==> config.mk <==
export PLATFORM = sky130hd
export DESIGN_NAME = chord_template_matcher_flat
export DESIGN_NICKNAME = d
export VERILOG_FILES = /design/src/design/ctm_pkg.sv /design/src/design/ctm_channels.sv /design/src/design/chord_template_matcher.sv /design/src/design/ctm_ctrl.sv /design/src/design/ctm_datapath.sv /design/src/flat_wrapper.sv
export SDC_FILE = /design/constraint.sdc
export NUM_CORES = 1
export LEC_CHECK = 0
export BUFFER_PORTS_ARGS = -buffer_cell sky130_fd_sc_hd__clkbuf_2
export CORE_MARGIN = 2
export CORE_UTILIZATION = 45
export CTS_CLUSTER_DIAMETER = 200
export CTS_CLUSTER_SIZE = 16
export DETAILED_ROUTE_END_ITERATION = 10
export GPL_TIMING_DRIVEN = 0
export PLACE_DENSITY = 0.63
export SLEW_MARGIN = 25
export SYNTH_ARGS = -nofsm -noshare
export SYNTH_HDL_FRONTEND = slang
export SYNTH_HIERARCHICAL = 1
export SYNTH_SLANG_ARGS = --single-unit
==> constraint.sdc <==
create_clock -name clk -period 15.7 [get_ports clk]
set_clock_uncertainty 0.05 [all_clocks]
set_input_delay 3.14 -clock clk [delete_from_list [all_inputs] [get_ports clk]]
set_output_delay 3.14 -clock clk [all_outputs]
set_load 0.01 [all_outputs]
==> src/design/ctm_pkg.sv <==
package ctm_pkg;

  // Full scale of the match score: a perfect fit with no bonus terms.
  localparam logic [18:0] FULL_SCALE   = 19'd420000;
  localparam logic [18:0] THRESH_RESET = 19'd126000;
  localparam logic [21:0] EXACT_BONUS  = 22'd84000;
  localparam logic [15:0] PRIO_WEIGHT  = 16'd420;
  localparam logic [19:0] EXTRA_COST   = 20'd42000;
  localparam logic [19:0] MISS_COST    = 20'd63000;
  localparam logic [3:0]  LAST_CLASS   = 4'd11;

  typedef enum logic [1:0] {
    ST_EMPTY   = 2'd0,
    ST_SINGLE  = 2'd1,
    ST_CHORD   = 2'd2,
    ST_UNKNOWN = 2'd3
  } status_t;

  typedef struct packed {
    logic [11:0] mask;
    logic [6:0]  prio;
  } tmpl_t;

  // Controller to datapath.
  typedef struct packed {
    logic load;
    logic issue;
    logic finish;
  } ctm_cmd_t;

  // Datapath to controller.
  typedef struct packed {
    logic trivial;
    logic last_issue;
    logic s1_busy;
  } ctm_stat_t;

  function automatic logic [3:0] popcount12(input logic [11:0] v);
    logic [3:0] n;
    n = 4'd0;
    for (int i = 0; i < 12; i++) begin
      n = n + 4'(v[i]);
    end
    return n;
  endfunction

  // Score of one matched interval for a template of the given size. Every
  // size that the template table holds divides full scale exactly.
  function automatic logic [18:0] unit_for_size(input logic [3:0] size);
    logic [18:0] u;
    unique case (size)
      4'd1:    u = 19'd420000;
      4'd2:    u = 19'd210000;
      4'd3:    u = 19'd140000;
      4'd4:    u = 19'd105000;
      4'd5:    u = 19'd84000;
      4'd6:    u = 19'd70000;
      4'd7:    u = 19'd60000;
      4'd8:    u = 19'd52500;
      4'd9:    u = 19'd46666;
      4'd10:   u = 19'd42000;
      4'd11:   u = 19'd38181;
      4'd12:   u = 19'd35000;
      default: u = 19'd0;
    endcase
    return u;
  endfunction

  // Remainder by twelve of a note number 0..127 via a reciprocal multiply.
  function automatic logic [3:0] mod12(input logic [6:0] v);
    logic [12:0] p;
    logic [7:0]  r;
    p = 13'(v) * 13'd43;
    r = 8'(v) - 8'(p[12:9]) * 8'd12;
    if (r >= 8'd12) begin
      r = r - 8'd12;
    end
    return r[3:0];
  endfunction

  function automatic logic flats_for(input logic [3:0] pc);
    logic f;
    unique case (pc)
      4'd1, 4'd3, 4'd6, 4'd8, 4'd10: f = 1'b1;
      default:                       f = 1'b0;
    endcase
    return f;
  endfunction

  // Interval templates; bit k of the mask is the interval of k semitones.
  function automatic tmpl_t tmpl_rom(input logic [5:0] idx);
    tmpl_t t;
    unique case (idx)
      6'd0:    t = '{mask: 12'h091, prio: 7'd110};
      6'd1:    t = '{mask: 12'h089, prio: 7'd110};
      6'd2:    t = '{mask: 12'h049, prio: 7'd105};
      6'd3:    t = '{mask: 12'h111, prio: 7'd105};
      6'd4:    t = '{mask: 12'h0A1, prio: 7'd100};
      6'd5:    t = '{mask: 12'h085, prio: 7'd100};
      6'd6:    t = '{mask: 12'h081, prio: 7'd95};
      6'd7:    t = '{mask: 12'h891, prio: 7'd90};
      6'd8:    t = '{mask: 12'h489, prio: 7'd90};
      6'd9:    t = '{mask: 12'h491, prio: 7'd92};
      6'd10:   t = '{mask: 12'h249, prio: 7'd88};
      6'd11:   t = '{mask: 12'h449, prio: 7'd88};
      6'd12:   t = '{mask: 12'h889, prio: 7'd85};
      6'd13:   t = '{mask: 12'h911, prio: 7'd82};
      6'd14:   t = '{mask: 12'h511, prio: 7'd82};
      6'd15:   t = '{mask: 12'h4A1, prio: 7'd85};
      6'd16:   t = '{mask: 12'h485, prio: 7'd85};
      6'd17:   t = '{mask: 12'h291, prio: 7'd86};
      6'd18:   t = '{mask: 12'h289, prio: 7'd86};
      6'd19:   t = '{mask: 12'h295, prio: 7'd75};
      6'd20:   t = '{mask: 12'h895, prio: 7'd78};
      6'd21:   t = '{mask: 12'h48D, prio: 7'd78};
      6'd22:   t = '{mask: 12'h495, prio: 7'd80};
      6'd23:   t = '{mask: 12'h095, prio: 7'd75};
      6'd24:   t = '{mask: 12'h08D, prio: 7'd75};
      6'd25:   t = '{mask: 12'h493, prio: 7'd72};
      6'd26:   t = '{mask: 12'h499, prio: 7'd72};
      6'd27:   t = '{mask: 12'h8B5, prio: 7'd62};
      6'd28:   t = '{mask: 12'h4AD, prio: 7'd62};
      6'd29:   t = '{mask: 12'h4B5, prio: 7'd64};
      6'd30:   t = '{mask: 12'h4A5, prio: 7'd60};
      6'd31:   t = '{mask: 12'h0B1, prio: 7'd57};
      6'd32:   t = '{mask: 12'hAB5, prio: 7'd55};
      6'd33:   t = '{mask: 12'h6AD, prio: 7'd55};
      6'd34:   t = '{mask: 12'h695, prio: 7'd58};
      6'd35:   t = '{mask: 12'h451, prio: 7'd52};
      6'd36:   t = '{mask: 12'h851, prio: 7'd50};
      6'd37:   t = '{mask: 12'h4D1, prio: 7'd48};
      6'd38:   t = '{mask: 12'h4D5, prio: 7'd47};
      6'd39:   t = '{mask: 12'h693, prio: 7'd46};
      6'd40:   t = '{mask: 12'h45B, prio: 7'd40};
      6'd41:   t = '{mask: 12'h011, prio: 7'd30};
      6'd42:   t = '{mask: 12'h009, prio: 7'd30};
      6'd43:   t = '{mask: 12'h411, prio: 7'd35};
      6'd44:   t = '{mask: 12'h481, prio: 7'd35};
      6'd45:   t = '{mask: 12'h811, prio: 7'd35};
      6'd46:   t = '{mask: 12'h881, prio: 7'd35};
      6'd47:   t = '{mask: 12'h409, prio: 7'd35};
      6'd48:   t = '{mask: 12'h421, prio: 7'd25};
      default: t = '{mask: 12'h000, prio: 7'd0};
    endcase
    return t;
  endfunction

endpackage

==> src/design/ctm_channels.sv <==
interface ctm_in_if;
  logic              valid;
  logic              ready;
  logic [11:0]       pitch_set;
  logic signed [7:0] lowest_note;

  modport source (output valid, output pitch_set, output lowest_note, input ready);
  modport sink (input valid, input pitch_set, input lowest_note, output ready);
endinterface

interface ctm_out_if;
  logic        valid;
  logic        ready;
  logic [1:0]  status;
  logic [3:0]  root_class;
  logic [3:0]  bass_class;
  logic [5:0]  chord_index;
  logic [18:0] match_score;
  logic        is_inversion;
  logic        use_flats;

  modport source (
    output valid, output status, output root_class, output bass_class,
    output chord_index, output match_score, output is_inversion, output use_flats,
    input ready
  );
  modport sink (
    input valid, input status, input root_class, input bass_class,
    input chord_index, input match_score, input is_inversion, input use_flats,
    output ready
  );
endinterface

==> src/design/chord_template_matcher.sv <==
// Channel  Dir  Payload                                              Handshake
// notes    in   pitch_set[11:0], lowest_note[7:0] (signed)           valid/ready
// chord    out  status, root_class, bass_class, chord_index,         valid/ready
//               match_score, is_inversion, use_flats
// cfg      in   cfg_wr_data[18:0] (accept threshold)                 cfg_wr_en
//
// A word with two or more pitch classes is scored against every root and template
// pair: the scorer tries one root and template pair per cycle, through its two
// pipeline stages. An empty or single-note word issues no pairs.
// Reset is synchronous; it restores the threshold to 126000 and empties the block.
// A new word is accepted as soon as the previous result sits in the output
// register, even if the consumer has not taken it yet; a stalled result is held.
module chord_template_matcher #(
  parameter int NUM_TEMPLATES = 50
) (
  input  logic         clk,
  input  logic         rst,
  input  logic         cfg_wr_en,
  input  logic [18:0]  cfg_wr_data,
  ctm_in_if.sink       notes,
  ctm_out_if.source    chord
);

  // Control and status between the sequencer and the scoring datapath.
  ctm_pkg::ctm_cmd_t  cmd;
  ctm_pkg::ctm_stat_t stat;

  // The controller walks idle, scan and drain states. During the scan it issues
  // one root/template pair per cycle; the drain state waits for the scorer
  // pipeline to empty and for room in the output register.
  ctm_ctrl u_ctrl (
    .clk       (clk),
    .rst       (rst),
    .in_valid  (notes.valid),
    .in_ready  (notes.ready),
    .out_valid (chord.valid),
    .out_ready (chord.ready),
    .stat      (stat),
    .cmd       (cmd)
  );

  // The datapath holds the captured word, the root and template counters, the
  // two-stage scorer, the running best and the output payload register. Ties keep
  // the earlier candidate because only a strictly higher score replaces the best.
  ctm_datapath #(
    .NUM_TEMPLATES (NUM_TEMPLATES)
  ) u_dp (
    .clk          (clk),
    .rst          (rst),
    .cfg_wr_en    (cfg_wr_en),
    .cfg_wr_data  (cfg_wr_data),
    .pitch_set    (notes.pitch_set),
    .lowest_note  (notes.lowest_note),
    .cmd          (cmd),
    .stat         (stat),
    .status       (chord.status),
    .root_class   (chord.root_class),
    .bass_class   (chord.bass_class),
    .chord_index  (chord.chord_index),
    .match_score  (chord.match_score),
    .is_inversion (chord.is_inversion),
    .use_flats    (chord.use_flats)
  );

endmodule

==> src/design/ctm_ctrl.sv <==
module ctm_ctrl (
  input  logic                clk,
  input  logic                rst,
  input  logic                in_valid,
  output logic                in_ready,
  output logic                out_valid,
  input  logic                out_ready,
  input  ctm_pkg::ctm_stat_t  stat,
  output ctm_pkg::ctm_cmd_t   cmd
);

  typedef enum logic [1:0] {
    S_IDLE,
    S_SCAN,
    S_DRAIN
  } state_t;

  state_t state;
  state_t state_next;

  always_comb begin
    in_ready   = (state == S_IDLE);
    cmd.load   = (state == S_IDLE) && in_valid;
    cmd.issue  = (state == S_SCAN) && !stat.trivial;
    cmd.finish = (state == S_DRAIN) && !stat.s1_busy && (!out_valid || out_ready);
  end

  always_comb begin
    state_next = state;
    unique case (state)
      S_IDLE: begin
        if (cmd.load) state_next = S_SCAN;
      end
      S_SCAN: begin
        if (stat.trivial || stat.last_issue) state_next = S_DRAIN;
      end
      S_DRAIN: begin
        if (cmd.finish) state_next = S_IDLE;
      end
      default: state_next = S_IDLE;
    endcase
  end

  always_ff @(posedge clk) begin
    if (rst) begin
      state     <= S_IDLE;
      out_valid <= 1'b0;
    end else begin
      state <= state_next;
      if (cmd.finish) begin
        out_valid <= 1'b1;
      end else if (out_ready) begin
        out_valid <= 1'b0;
      end
    end
  end

endmodule

==> src/design/ctm_datapath.sv <==
module ctm_datapath #(
  parameter int NUM_TEMPLATES = 50
) (
  input  logic               clk,
  input  logic               rst,
  input  logic               cfg_wr_en,
  input  logic [18:0]        cfg_wr_data,
  input  logic [11:0]        pitch_set,
  input  logic signed [7:0]  lowest_note,
  input  ctm_pkg::ctm_cmd_t  cmd,
  output ctm_pkg::ctm_stat_t stat,
  output logic [1:0]         status,
  output logic [3:0]         root_class,
  output logic [3:0]         bass_class,
  output logic [5:0]         chord_index,
  output logic [18:0]        match_score,
  output logic               is_inversion,
  output logic               use_flats
);

  localparam int TW = (NUM_TEMPLATES > 1) ? $clog2(NUM_TEMPLATES) : 1;
  localparam logic [TW-1:0] TMPL_LAST = TW'(NUM_TEMPLATES - 1);

  logic [18:0]       thresh;
  logic [11:0]       set_r;
  logic signed [7:0] note_r;
  logic [3:0]        root;
  logic [TW-1:0]     tmpl;

  // Scoring stage one.
  logic              s1_valid;
  logic              s1_zero;
  logic              s1_exact;
  logic [18:0]       s1_frac;
  logic [15:0]       s1_prio;
  logic [19:0]       s1_pen;
  logic [3:0]        s1_root;
  logic [TW-1:0]     s1_tmpl;

  logic [18:0]       best;
  logic [3:0]        best_root;
  logic [TW-1:0]     best_tmpl;

  // Stage zero: rotate the set to the current root and count against the template.
  logic [23:0]        set_dbl;
  logic [11:0]        rot;
  ctm_pkg::tmpl_t     entry;
  logic [3:0]         size;
  logic [3:0]         hit_cnt;
  logic [3:0]         missing;
  logic [3:0]         extra;
  logic [22:0]        frac_prod;

  always_comb begin
    set_dbl   = {set_r, set_r};
    rot       = 12'(set_dbl >> root);
    entry     = ctm_pkg::tmpl_rom(6'(tmpl));
    size      = ctm_pkg::popcount12(entry.mask);
    hit_cnt   = ctm_pkg::popcount12(rot & entry.mask);
    missing   = ctm_pkg::popcount12(entry.mask & ~rot);
    extra     = ctm_pkg::popcount12(rot & ~entry.mask);
    frac_prod = 23'(hit_cnt) * 23'(ctm_pkg::unit_for_size(size));
  end

  // Stage two: sum, clamp and compare against the running best.
  logic signed [21:0] sum;
  logic [18:0]        score;
  logic               better;

  always_comb begin
    sum = $signed({3'b000, s1_frac}) + $signed({6'b000000, s1_prio})
        + $signed(s1_exact ? ctm_pkg::EXACT_BONUS : 22'd0)
        - $signed({2'b00, s1_pen});
    if (s1_zero || sum < 22'sd0) begin
      score = 19'd0;
    end else if (sum > $signed({3'b000, ctm_pkg::FULL_SCALE})) begin
      score = ctm_pkg::FULL_SCALE;
    end else begin
      score = sum[18:0];
    end
    better = s1_valid && (score > best);
  end

  // Result composition.
  logic       known;
  logic [3:0] low_pc;
  logic [3:0] count;
  logic [3:0] first_pc;
  logic [3:0] single_pc;
  logic [3:0] chord_bass;

  always_comb begin
    known    = !note_r[7];
    low_pc   = ctm_pkg::mod12(note_r[6:0]);
    count    = ctm_pkg::popcount12(set_r);
    first_pc = 4'd0;
    for (int i = 11; i >= 0; i--) begin
      if (set_r[i]) first_pc = 4'(i);
    end
    single_pc  = known ? low_pc : first_pc;
    chord_bass = known ? low_pc : best_root;
  end

  always_comb begin
    stat.trivial    = (count < 4'd2);
    stat.last_issue = (root == ctm_pkg::LAST_CLASS) && (tmpl == TMPL_LAST);
    stat.s1_busy    = s1_valid;
  end

  always_ff @(posedge clk) begin
    if (rst) begin
      thresh   <= ctm_pkg::THRESH_RESET;
      s1_valid <= 1'b0;
    end else begin
      if (cfg_wr_en) thresh <= cfg_wr_data;
      s1_valid <= cmd.issue;
    end
  end

  always_ff @(posedge clk) begin
    if (cmd.load) begin
      set_r  <= pitch_set;
      note_r <= lowest_note;
      root   <= 4'd0;
      tmpl   <= '0;
    end else if (cmd.issue) begin
      if (tmpl == TMPL_LAST) begin
        tmpl <= '0;
        root <= root + 4'd1;
      end else begin
        tmpl <= tmpl + TW'(1);
      end
    end

    if (cmd.issue) begin
      s1_zero  <= (size == 4'd0) || !rot[0];
      s1_exact <= (missing == 4'd0) && (extra == 4'd0);
      s1_frac  <= frac_prod[18:0];
      s1_prio  <= 16'(entry.prio) * ctm_pkg::PRIO_WEIGHT;
      s1_pen   <= 20'(extra) * ctm_pkg::EXTRA_COST + 20'(missing) * ctm_pkg::MISS_COST;
      s1_root  <= root;
      s1_tmpl  <= tmpl;
    end

    if (cmd.load) begin
      best      <= 19'd0;
      best_root <= 4'd0;
      best_tmpl <= '0;
    end else if (better) begin
      best      <= score;
      best_root <= s1_root;
      best_tmpl <= s1_tmpl;
    end

    if (cmd.finish) begin
      if (count == 4'd1) begin
        status       <= ctm_pkg::ST_SINGLE;
        root_class   <= single_pc;
        bass_class   <= single_pc;
        chord_index  <= 6'd0;
        match_score  <= ctm_pkg::FULL_SCALE;
        is_inversion <= 1'b0;
        use_flats    <= ctm_pkg::flats_for(single_pc);
      end else if (count != 4'd0 && best != 19'd0 && best >= thresh) begin
        status       <= ctm_pkg::ST_CHORD;
        root_class   <= best_root;
        bass_class   <= chord_bass;
        chord_index  <= 6'(best_tmpl);
        match_score  <= best;
        is_inversion <= (chord_bass != best_root) && set_r[chord_bass];
        use_flats    <= ctm_pkg::flats_for(best_root);
      end else begin
        // No notes, or a best score of zero or below the threshold: every other field is zero.
        status       <= (count == 4'd0) ? ctm_pkg::ST_EMPTY : ctm_pkg::ST_UNKNOWN;
        root_class   <= 4'd0;
        bass_class   <= 4'd0;
        chord_index  <= 6'd0;
        match_score  <= 19'd0;
        is_inversion <= 1'b0;
        use_flats    <= 1'b0;
      end
    end
  end

endmodule

==> src/flat_wrapper.sv <==
// flat-port wrapper written by rule: the top's interface ports become plain ports
module chord_template_matcher_flat 
#(
  parameter int NUM_TEMPLATES = 50
)
  (clk, rst, cfg_wr_en, cfg_wr_data, notes_valid, notes_pitch_set, notes_lowest_note, notes_ready, chord_valid, chord_status, chord_root_class, chord_bass_class, chord_chord_index, chord_match_score, chord_is_inversion, chord_use_flats, chord_ready);
  ctm_in_if notes_i ();
  ctm_out_if chord_i ();
  input  logic clk;
  input  logic rst;
  input  logic cfg_wr_en;
  input  logic [18:0] cfg_wr_data;
  input wire logic [$bits(notes_i.valid)-1:0] notes_valid;
  input wire logic [$bits(notes_i.pitch_set)-1:0] notes_pitch_set;
  input wire logic [$bits(notes_i.lowest_note)-1:0] notes_lowest_note;
  output wire logic [$bits(notes_i.ready)-1:0] notes_ready;
  output wire logic [$bits(chord_i.valid)-1:0] chord_valid;
  output wire logic [$bits(chord_i.status)-1:0] chord_status;
  output wire logic [$bits(chord_i.root_class)-1:0] chord_root_class;
  output wire logic [$bits(chord_i.bass_class)-1:0] chord_bass_class;
  output wire logic [$bits(chord_i.chord_index)-1:0] chord_chord_index;
  output wire logic [$bits(chord_i.match_score)-1:0] chord_match_score;
  output wire logic [$bits(chord_i.is_inversion)-1:0] chord_is_inversion;
  output wire logic [$bits(chord_i.use_flats)-1:0] chord_use_flats;
  input wire logic [$bits(chord_i.ready)-1:0] chord_ready;
  assign notes_i.valid = notes_valid;
  assign notes_i.pitch_set = notes_pitch_set;
  assign notes_i.lowest_note = notes_lowest_note;
  assign notes_ready = notes_i.ready;
  assign chord_valid = chord_i.valid;
  assign chord_status = chord_i.status;
  assign chord_root_class = chord_i.root_class;
  assign chord_bass_class = chord_i.bass_class;
  assign chord_chord_index = chord_i.chord_index;
  assign chord_match_score = chord_i.match_score;
  assign chord_is_inversion = chord_i.is_inversion;
  assign chord_use_flats = chord_i.use_flats;
  assign chord_i.ready = chord_ready;
  chord_template_matcher #(.NUM_TEMPLATES(NUM_TEMPLATES)) u_core (.clk(clk), .rst(rst), .cfg_wr_en(cfg_wr_en), .cfg_wr_data(cfg_wr_data), .notes(notes_i), .chord(chord_i));
endmodule
---- After elaboration in Yosys (flattened, before gate mapping) ----
Memory sizes are Yosys's and may differ from the RTL's. A register that Yosys moved wholly into a read port is not among the register bits.
Index checks and enable logic that the tools add are counted.
word-level totals
  flip-flop bits (word level) ............. 184
  memory bits (read-only) ................. 1,520
  output and inout port bits .............. 39
  logic and storage cells ................. 201
  memories ................................ 2
memories
  memory           depth  bits a word  rd ports  clocked after Yosys merged registers in  wr ports  line           RTL
  (no name shown)  64     19           1         1                                        0         ctm_pkg.sv:93  unique case (idx)
  (no name shown)  16     19           1         0                                        0         ctm_pkg.sv:51  unique case (size)
operators by class
  add/sub/neg operators ................... 63
  multipliers ............................. 6
  $lt $le $gt $ge ......................... 7
  equality and inequality tests ........... 19
  shift operators ......................... 1
  multiplexer cells ....................... 40
  bitwise operators ....................... 6
  reductions and logical operators ........ 31
operators by type and width
  kind                   number
  $add 4x1->4            40
  $mux 4                 19
  $mux 19                3
  $and 12x12->12         3
  $not 12->12            2
  $shr 24x4->12          1
  $gt 22x20->1 const B   1
  $lt 22x1->1 const B    1
  $sub 21x20->22         1
  $add 20x17->21         1
  $add 19x16->20         1
  $add 20x20->20         1
  $add 3x1->4            5
  $eq 4x4->1 const B     5
  $ge 19x19->1           1
  $gt 19x19->1           1
  $mul 4x19->19          1
  $reduce_bool 19->1     1
  $mux 6                 3
  $mul 4x13->17 const B  1
  $mux 17                1
  $logic_not 4->1        4
  $mul 4x12->16 const B  1
  $add 2x1->3            5
  34 further kinds       70

---- Depth between registers and ports, before layout ----
Gate-level depths: netlist (run 1).
  depth in word-level cells ............... 17
  gate-level depth with buffers ........... 35
  depth with buffers taken out ............ 34

---- Hierarchy ----
The synthesis (run 1) kept the hierarchy.
modules (own cells, without submodules)
  module        instances  cells an instance  area an instance (um^2)  seq. area each (um^2)
  ctm_datapath  1          1,959              18,360.1                 5,134.9
  ctm_ctrl      1          18                 150.1                    60.1

---- Worst setup path after synthesis (run 1) ----
Ideal clock, no wire load.
  kind .................................... register to register
  from .................................... reg u_core.u_dp.set_r[1]
  to ...................................... reg, netlist name u_core/u_dp/entry[14]
  arrival ................................. 10.956 ns
  slack ................................... 4.564 ns
  stages on the path, launching flop included .. 22
  path buffers ............................ 2
  path through ............................ edfxtp_1 -> fa_1 -> fa_1 -> inv_1 -> fa_1 -> fa_1 -> inv_1 -> ha_1 -> inv_1 -> fa_1 -> nor2b_1 -> o21a_1 -> nor3b_1 -> nand4_1 -> xnor2_1 -> nand2_1 -> inv_1 -> clkbuf_1 -> clkbuf_1 -> nor2_1 -> a311oi_1 -> o22ai_1
RTL lines
  element                   line                 RTL
  start: declaration        ctm_datapath.sv:25   logic [11:0] set_r;
  start signal: assignment  ctm_datapath.sv:122  set_r <= pitch_set;

---- Worst setup path after layout (run 1) ----
  from .................................... reg u_core.u_dp.root[0]
  to ...................................... reg u_core.u_dp.s1_frac[18], data pin
between the ends
  cells in the longest elaborated chain, start to end .. 14
RTL lines
  element                        line                 RTL
  start: declaration             ctm_datapath.sv:27   logic [3:0] root;
  start signal: assignment       ctm_datapath.sv:129  root <= root + 4'd1;
  $shr 24x4->12 (*)              ctm_datapath.sv:56   rot = 12'(set_dbl >> root);
  $and 12x12->12 (*)             ctm_datapath.sv:59   hit_cnt = ctm_pkg::popcount12(rot & entry.mask);
  $add 1x1->2                    ctm_pkg.sv:42        n = n + 4'(v[i]);
  $add 2x1->3                    ctm_pkg.sv:42
  $add 3x1->4                    ctm_pkg.sv:42
  $add 4x1->4 (7 in a row)       ctm_pkg.sv:42
  $add 4x1->4 (*)                ctm_pkg.sv:42
  $mul 4x19->19 (*)              ctm_datapath.sv:62   frac_prod = 23'(hit_cnt) * 23'(ctm_pkg::unit_for_size(size));
  net u_core.u_dp.frac_prod[18]  ctm_datapath.sv:52   logic [22:0] frac_prod;
  end signal: assignment         ctm_datapath.sv:138  s1_frac <= frac_prod[18:0];
  end: declaration               ctm_datapath.sv:34   logic [18:0] s1_frac;
Mark *: on every way through the listed nets, which the timed path passes. The rest lies on a longest branch.
A chain may end at the register's enable or synchronous reset.

==> results of run 1 <==
-- cell families after synthesis --
kind of cell    Yosys count  synth area share
fa+ha+maj               357             0.283
xor+xnor                 96            0.0458
buf+inv                 295            0.0604
compound gates          405             0.146
simple gates            571             0.148
flops                   200             0.281
mux                      53            0.0360
-- area by class of cell --
| class | count | area share |
|---|---|---|
| Multi-Input combinational cell | 1482 | 0.603 |
| Sequential cell | 200 | 0.256 |
| Inverter | 235 | 0.0436 |
| Tap cell | 532 | 0.0329 |
| Timing Repair Buffer | 92 | 0.0248 |
| Clock buffer | 21 | 0.0217 |
| Buffer | 60 | 0.0116 |
| Clock inverter | 11 | 0.00612 |
-- worst reg2reg max path, delay by kind of cell, from the launching register on --
kind	cells	cell delay [ps]
AOI/OAI and AO/OA	10	2260
xor gates and xnor gates	2	850
adders and majority gates	9	4050
buffers and inverters	6	1570
DFF	1	370
muxes	1	140
and+or+nand+nor	2	340
-- cells in the final DEF (no fill, tap or decap), drive strengths merged, types with 32 or more instances in the layout --
master	instances
edfxtp	119
xnor2	61
nand2	194
nor3	32
inv	236
dfxtp	81
mux2i	34
o21ai	73
ha	253
xor2	35
clkbuf	152
nor2	139
a21o	39
fa	104
a21oi	110
-- worst max path at each step --
stage,start,to,slack (ps),cells after the start
global route,u_core/u_dp/root[0],u_core/u_dp/s1_frac[18],5170,30
detailed placement,u_core/u_dp/root[0],u_core/u_dp/s1_frac[18],5930,30
floorplan,u_core/u_dp/set_r[1],u_core/u_dp/entry[14],4560,21
global placement,u_core/u_dp/set_r[1],u_core/u_dp/entry[14],590,21
CTS,u_core/u_dp/root[0],u_core/u_dp/s1_frac[18],5900,30
finish,u_core/u_dp/root[0],u_core/u_dp/s1_frac[18],5840,30
-- registers in the layout, indices dropped and copies added (netlist names), 8 cells and up --
register	cells
u_core/u_dp/best	19
u_core/u_dp/entry	19
u_core/u_dp/match_score	19
u_core/u_dp/note_r	8
u_core/u_dp/s1_frac	19
u_core/u_dp/s1_pen	17
u_core/u_dp/s1_prio	14
u_core/u_dp/set_r	12
u_core/u_dp/thresh	19
-- metrics by stage --
step / utilization / hold slack, ps / instances / cell area (µm²)
5_1_grt: 0.497 / 453 / 2633 / 20300
3_3_place_gp: 0.481 / 411 / 2590 / 19600
6_report: 0.497 / 438 / 2633 / 20300
3_5_place_dp: 0.483 / 418 / 2601 / 19700
2_1_floorplan: - / 356 / 1977 / 18500
4_1_cts: 0.497 / 437 / 2633 / 20300
-- metal layers --
| metal | vias to the layer above | wire, µm | global-route usage | part of all wire |
|---|---|---|---|---|
| met5 | - | 0 | 0 | 0 |
| met4 | 0 | 986 | 0.0643 | 0.022 |
| met3 | 57 | 2190 | 0.0276 | 0.048 |
| met2 | 386 | 21600 | 0.375 | 0.47 |
| met1 | 6936 | 20800 | 0.294 | 0.46 |
| li1 | 7147 | - | - | - |
==> out/results.tsv, run 1 <==
metric	value	unit
worst_pin_slew	966	ps
synth_area_leader_cell	edfxtp_1	
clkSlewWorstSetupHoldPaths	80	ps
yosysTopAreaCellShare	0.193	
cts_buffers	17	
grt_usage	0.220	
relSlewSlack	0.347	
reg2reg_depth	30	
ys_top_cells_by_count	253 x ha_1, 234 x inv_1, 194 x nand2_1	
slew_violations	0	
crit_fanout	10	
worst_slack	5840	ps
rr_startpoint	u_core/u_dp/root[0]	
syn-num-nets	2378	
clockBufferDepth	2	
hpwl	37.2	mm
yosys.cell_count.top_type	ha_1	
ctsHoldBuffers	0	
cts_sinks	200	
grt_start_max_net_pins	26	
synth_edf_count	119	
hold_violations	0	
dieArea	42800	µm²
drive_gt1_frac	0.0833	
regToRegEndpoint	u_core/u_dp/s1_frac[18]	
multiInputGateArea	12200	µm²
cp_common_cell	fa_1	
start_kind	flip-flop	
ys_warn_count	6	
synthTopCellsByArea	edfxtp_1 19%, ha_1 17%, fa_1 11%	
regToRegSetupSlack	5840	ps
clk_latency	450	ps
synth_cell_types	82	
syn_inst	1977	
post_drt_wl_per_cell	17.3	µm
holdCritPathClass	flip-flop to flip-flop	
gp_congestion	0.928	
fp-row-count	74	
grt_antenna_before_repair	0	
overflow	0	
die_w	207	µm
totalWireLength	45.7	mm
areaGrowthSynthToFinish	9.42	%
nNetsFinal	2489	
antenna-diode-count	0	
syn_avg_cell_area	9.36	µm²
critical_path_buf_inv_count	6	
portBuffers	81	
routed_via_density	5.52	
fin_setup_tns	0	ps
grt_pass1_wl	74.2	mm
regArea	5190	µm²
min_from	u_core/u_dp/s1_root[2]	
critPathCaptureType	flip-flop	
die_h	207	µm
drt-pass1-iter-count	5	
holdPathStages	2	
syn_area	18500	µm²
cts_htree_levels	4	
arrival	10050	ps
ys_ff_latch	200	
critPathSlowestCell	a21oi_1	
ant_nets	0	
dp_slack	5930	ps
status	completed	
synth_ff_type	edfxtp_1	
core_area	40700	µm²
rsz0062_at_grt	false	
cp_top_family	adder cells	
fmax	101	MHz
cp.required	15890	ps
worst_path_largest_cell_delay	570	ps
cts_setup_buffers	0	
fillers	3788	
crit_type	flip-flop to flip-flop	
cts_tree	yes	
via_count	14500	
async_flop_share	0	
holdPathEnd	u_core/u_dp/best_root[2]	
start_util	0.454	
maxCapViolCount	0	
first_global_vias	14300	
clock-root-buffer	clkbuf_16	
fin_crit_sh	0.628	
setup_violations	0	
seq_area_frac_synth	0.281	
drc_errors	0	
fin_crit	9860	ps
dr.first_iter.drc_count	1091	
ios	83	
cts_resized	0	
Power of run 1 is left out: the tool's default activity adds up to more than one toggle a clock period on the data nets, which glitch-free logic cannot reach.
==> run 2: changes to the inputs <==
- PLACE_DENSITY: 0.63 -> 0.66
- clock period: 15.7 -> 7.9 ns (I/O delays scaled with it)
==> run 2 against run 1 <==
Net effect: the run now ends with negative setup slack left; via count up 3.2%; non-clock buffer count up 52; critical path depth down 2; sequential cell count unchanged; cell count up 2.0%; routed wire length up 2.6%; maximum frequency up 23%; global-route usage up 0.19 points; critical path type unchanged; critical endpoint is now u_core/u_dp/s1_frac[17]; largest cell class unchanged.
==> out/results.tsv, run 2 (synthesis results as in run 1) <==
metric	value	unit
status	finished with violations	
violations	negative setup slack	
ant_nets	0	
post_drt_wl_per_cell	17.4	µm
portBuffers	81	
critPathSlowestCell	mux4_2	
finalInstanceArea	21400	µm²
gp_congestion	0.945	
fin_crit_sh	1.01	
mostFrequentLayoutCells	240 x ha_1, 227 x inv_1, 192 x nand2_1	
rsz0062_at_grt	true	
hold_slack	426	ps
crit_type	flip-flop to flip-flop	
worst_slack	-118	ps
cts_tree	yes	
busiest_layer	met2	
hpwl	36.8	mm
fmax	125	MHz
drt-pass1-iter-count	6	
holdCritPathClass	flip-flop to flip-flop	
hold_violations	0	
fin_cells	2685	
clkSlewWorstSetupHoldPaths	80	ps
crit_fanout	7	
grt_usage	0.222	
via_count	15000	
clk_latency	470	ps
cp_common_cell	fa_1	
place_inst	2598	
final_common_cell	ha_1	
overflow	0	
reg2reg_depth	28	
antenna-diode-count	0	
relSlewSlack	0.458	
place_area	19700	µm²
worst_path_largest_cell_delay	550	ps
maxCapViolCount	0	
fp-row-count	74	
fin_setup_tns	-118	ps
cts_sinks	200	
first_global_vias	14600	
core_area	40700	µm²
ios	83	
cts_htree_levels	4	
dr.first_iter.drc_count	1022	
areaGrowthSynthToFinish	15.4	%
cts_buffers	17	
ctsHoldBuffers	0	
grtUsageMet1	0.295	
met3_usage	0.0232	
routed_via_density	5.59	
nNetsFinal	2541	
slew_violations	0	
die_w	207	µm
grt_pass1_wl	74.9	mm
holdPathStages	0	
start_util	0.454	
arrival	8180	ps
drive_gt1_frac	0.154	
start_kind	flip-flop	
totalWireLength	46.8	mm
dieArea	42800	µm²
setup_violations	2	
grt_start_max_net_pins	26	
grt_antenna_before_repair	0	
clock-root-buffer	clkbuf_16	
drc_errors	0	
worst_pin_slew	804	ps
fin_crit	8020	ps
critPathCaptureType	flip-flop	
clockBufferDepth	2	
use_met2	0.377	
cp.required	8060	ps
die_h	207	µm
run 2: stage by stage:
step                worst slack (ps)  utilization
floorplan                       19.6            -
global placement               -1640        0.481
detailed placement             -1360        0.483
CTS                            -73.5        0.515
global route                    -389        0.524
finish                          -118        0.524
run 2: worst paths after layout:
check | start | endpoint | slack [ps]
worst min register to register | u_core/u_dp/root[1] | u_core/u_dp/s1_root[1] | 430
worst max register to register | u_core/u_dp/set_r[9] | u_core/u_dp/s1_frac[17] | -120
worst min-delay path | u_core/u_dp/root[1] | u_core/u_dp/s1_root[1] | 430
worst max-delay path | u_core/u_dp/set_r[9] | u_core/u_dp/s1_frac[17] | -120
run 2: layer usage:
| metal | vias to the layer above | part of all wire |
|---|---|---|
| met5 | - | 0 |
| met4 | 0 | 0.027 |
| met3 | 77 | 0.041 |
| met2 | 389 | 0.48 |
| met1 | 7279 | 0.46 |
| li1 | 7251 | - |
run 2: what timing repair did:
item,4_1_cts,5_1_grt
resized for setup,77,59
setup buffers,39,17
pin swaps,45,50
endpoints found under the setup margin,22,33
run 2: cell type report:
class | instances | area [µm²]
Fill cell | 3661 | 19400
Multi-Input combinational cell | 1482 | 12800
Sequential cell | 200 | 5200
Timing Repair Buffer | 145 | 916
Inverter | 235 | 882
Tap cell | 532 | 666
Clock buffer | 17 | 425
Buffer | 59 | 288
Clock inverter | 15 | 196
run 2: worst max-delay path, delay by kind of cell, from the launching register on:
family / cells / cell delay (ps)
AOI/OAI and AO/OA: 9 / 1690
adders and majority gates: 9 / 3750
muxes: 2 / 860
buffers and inverters: 3 / 150
and+or+nand+nor: 3 / 460
DFF: 1 / 520
xor gates and xnor gates: 2 / 270
Power of run 2 is left out for the same reason.
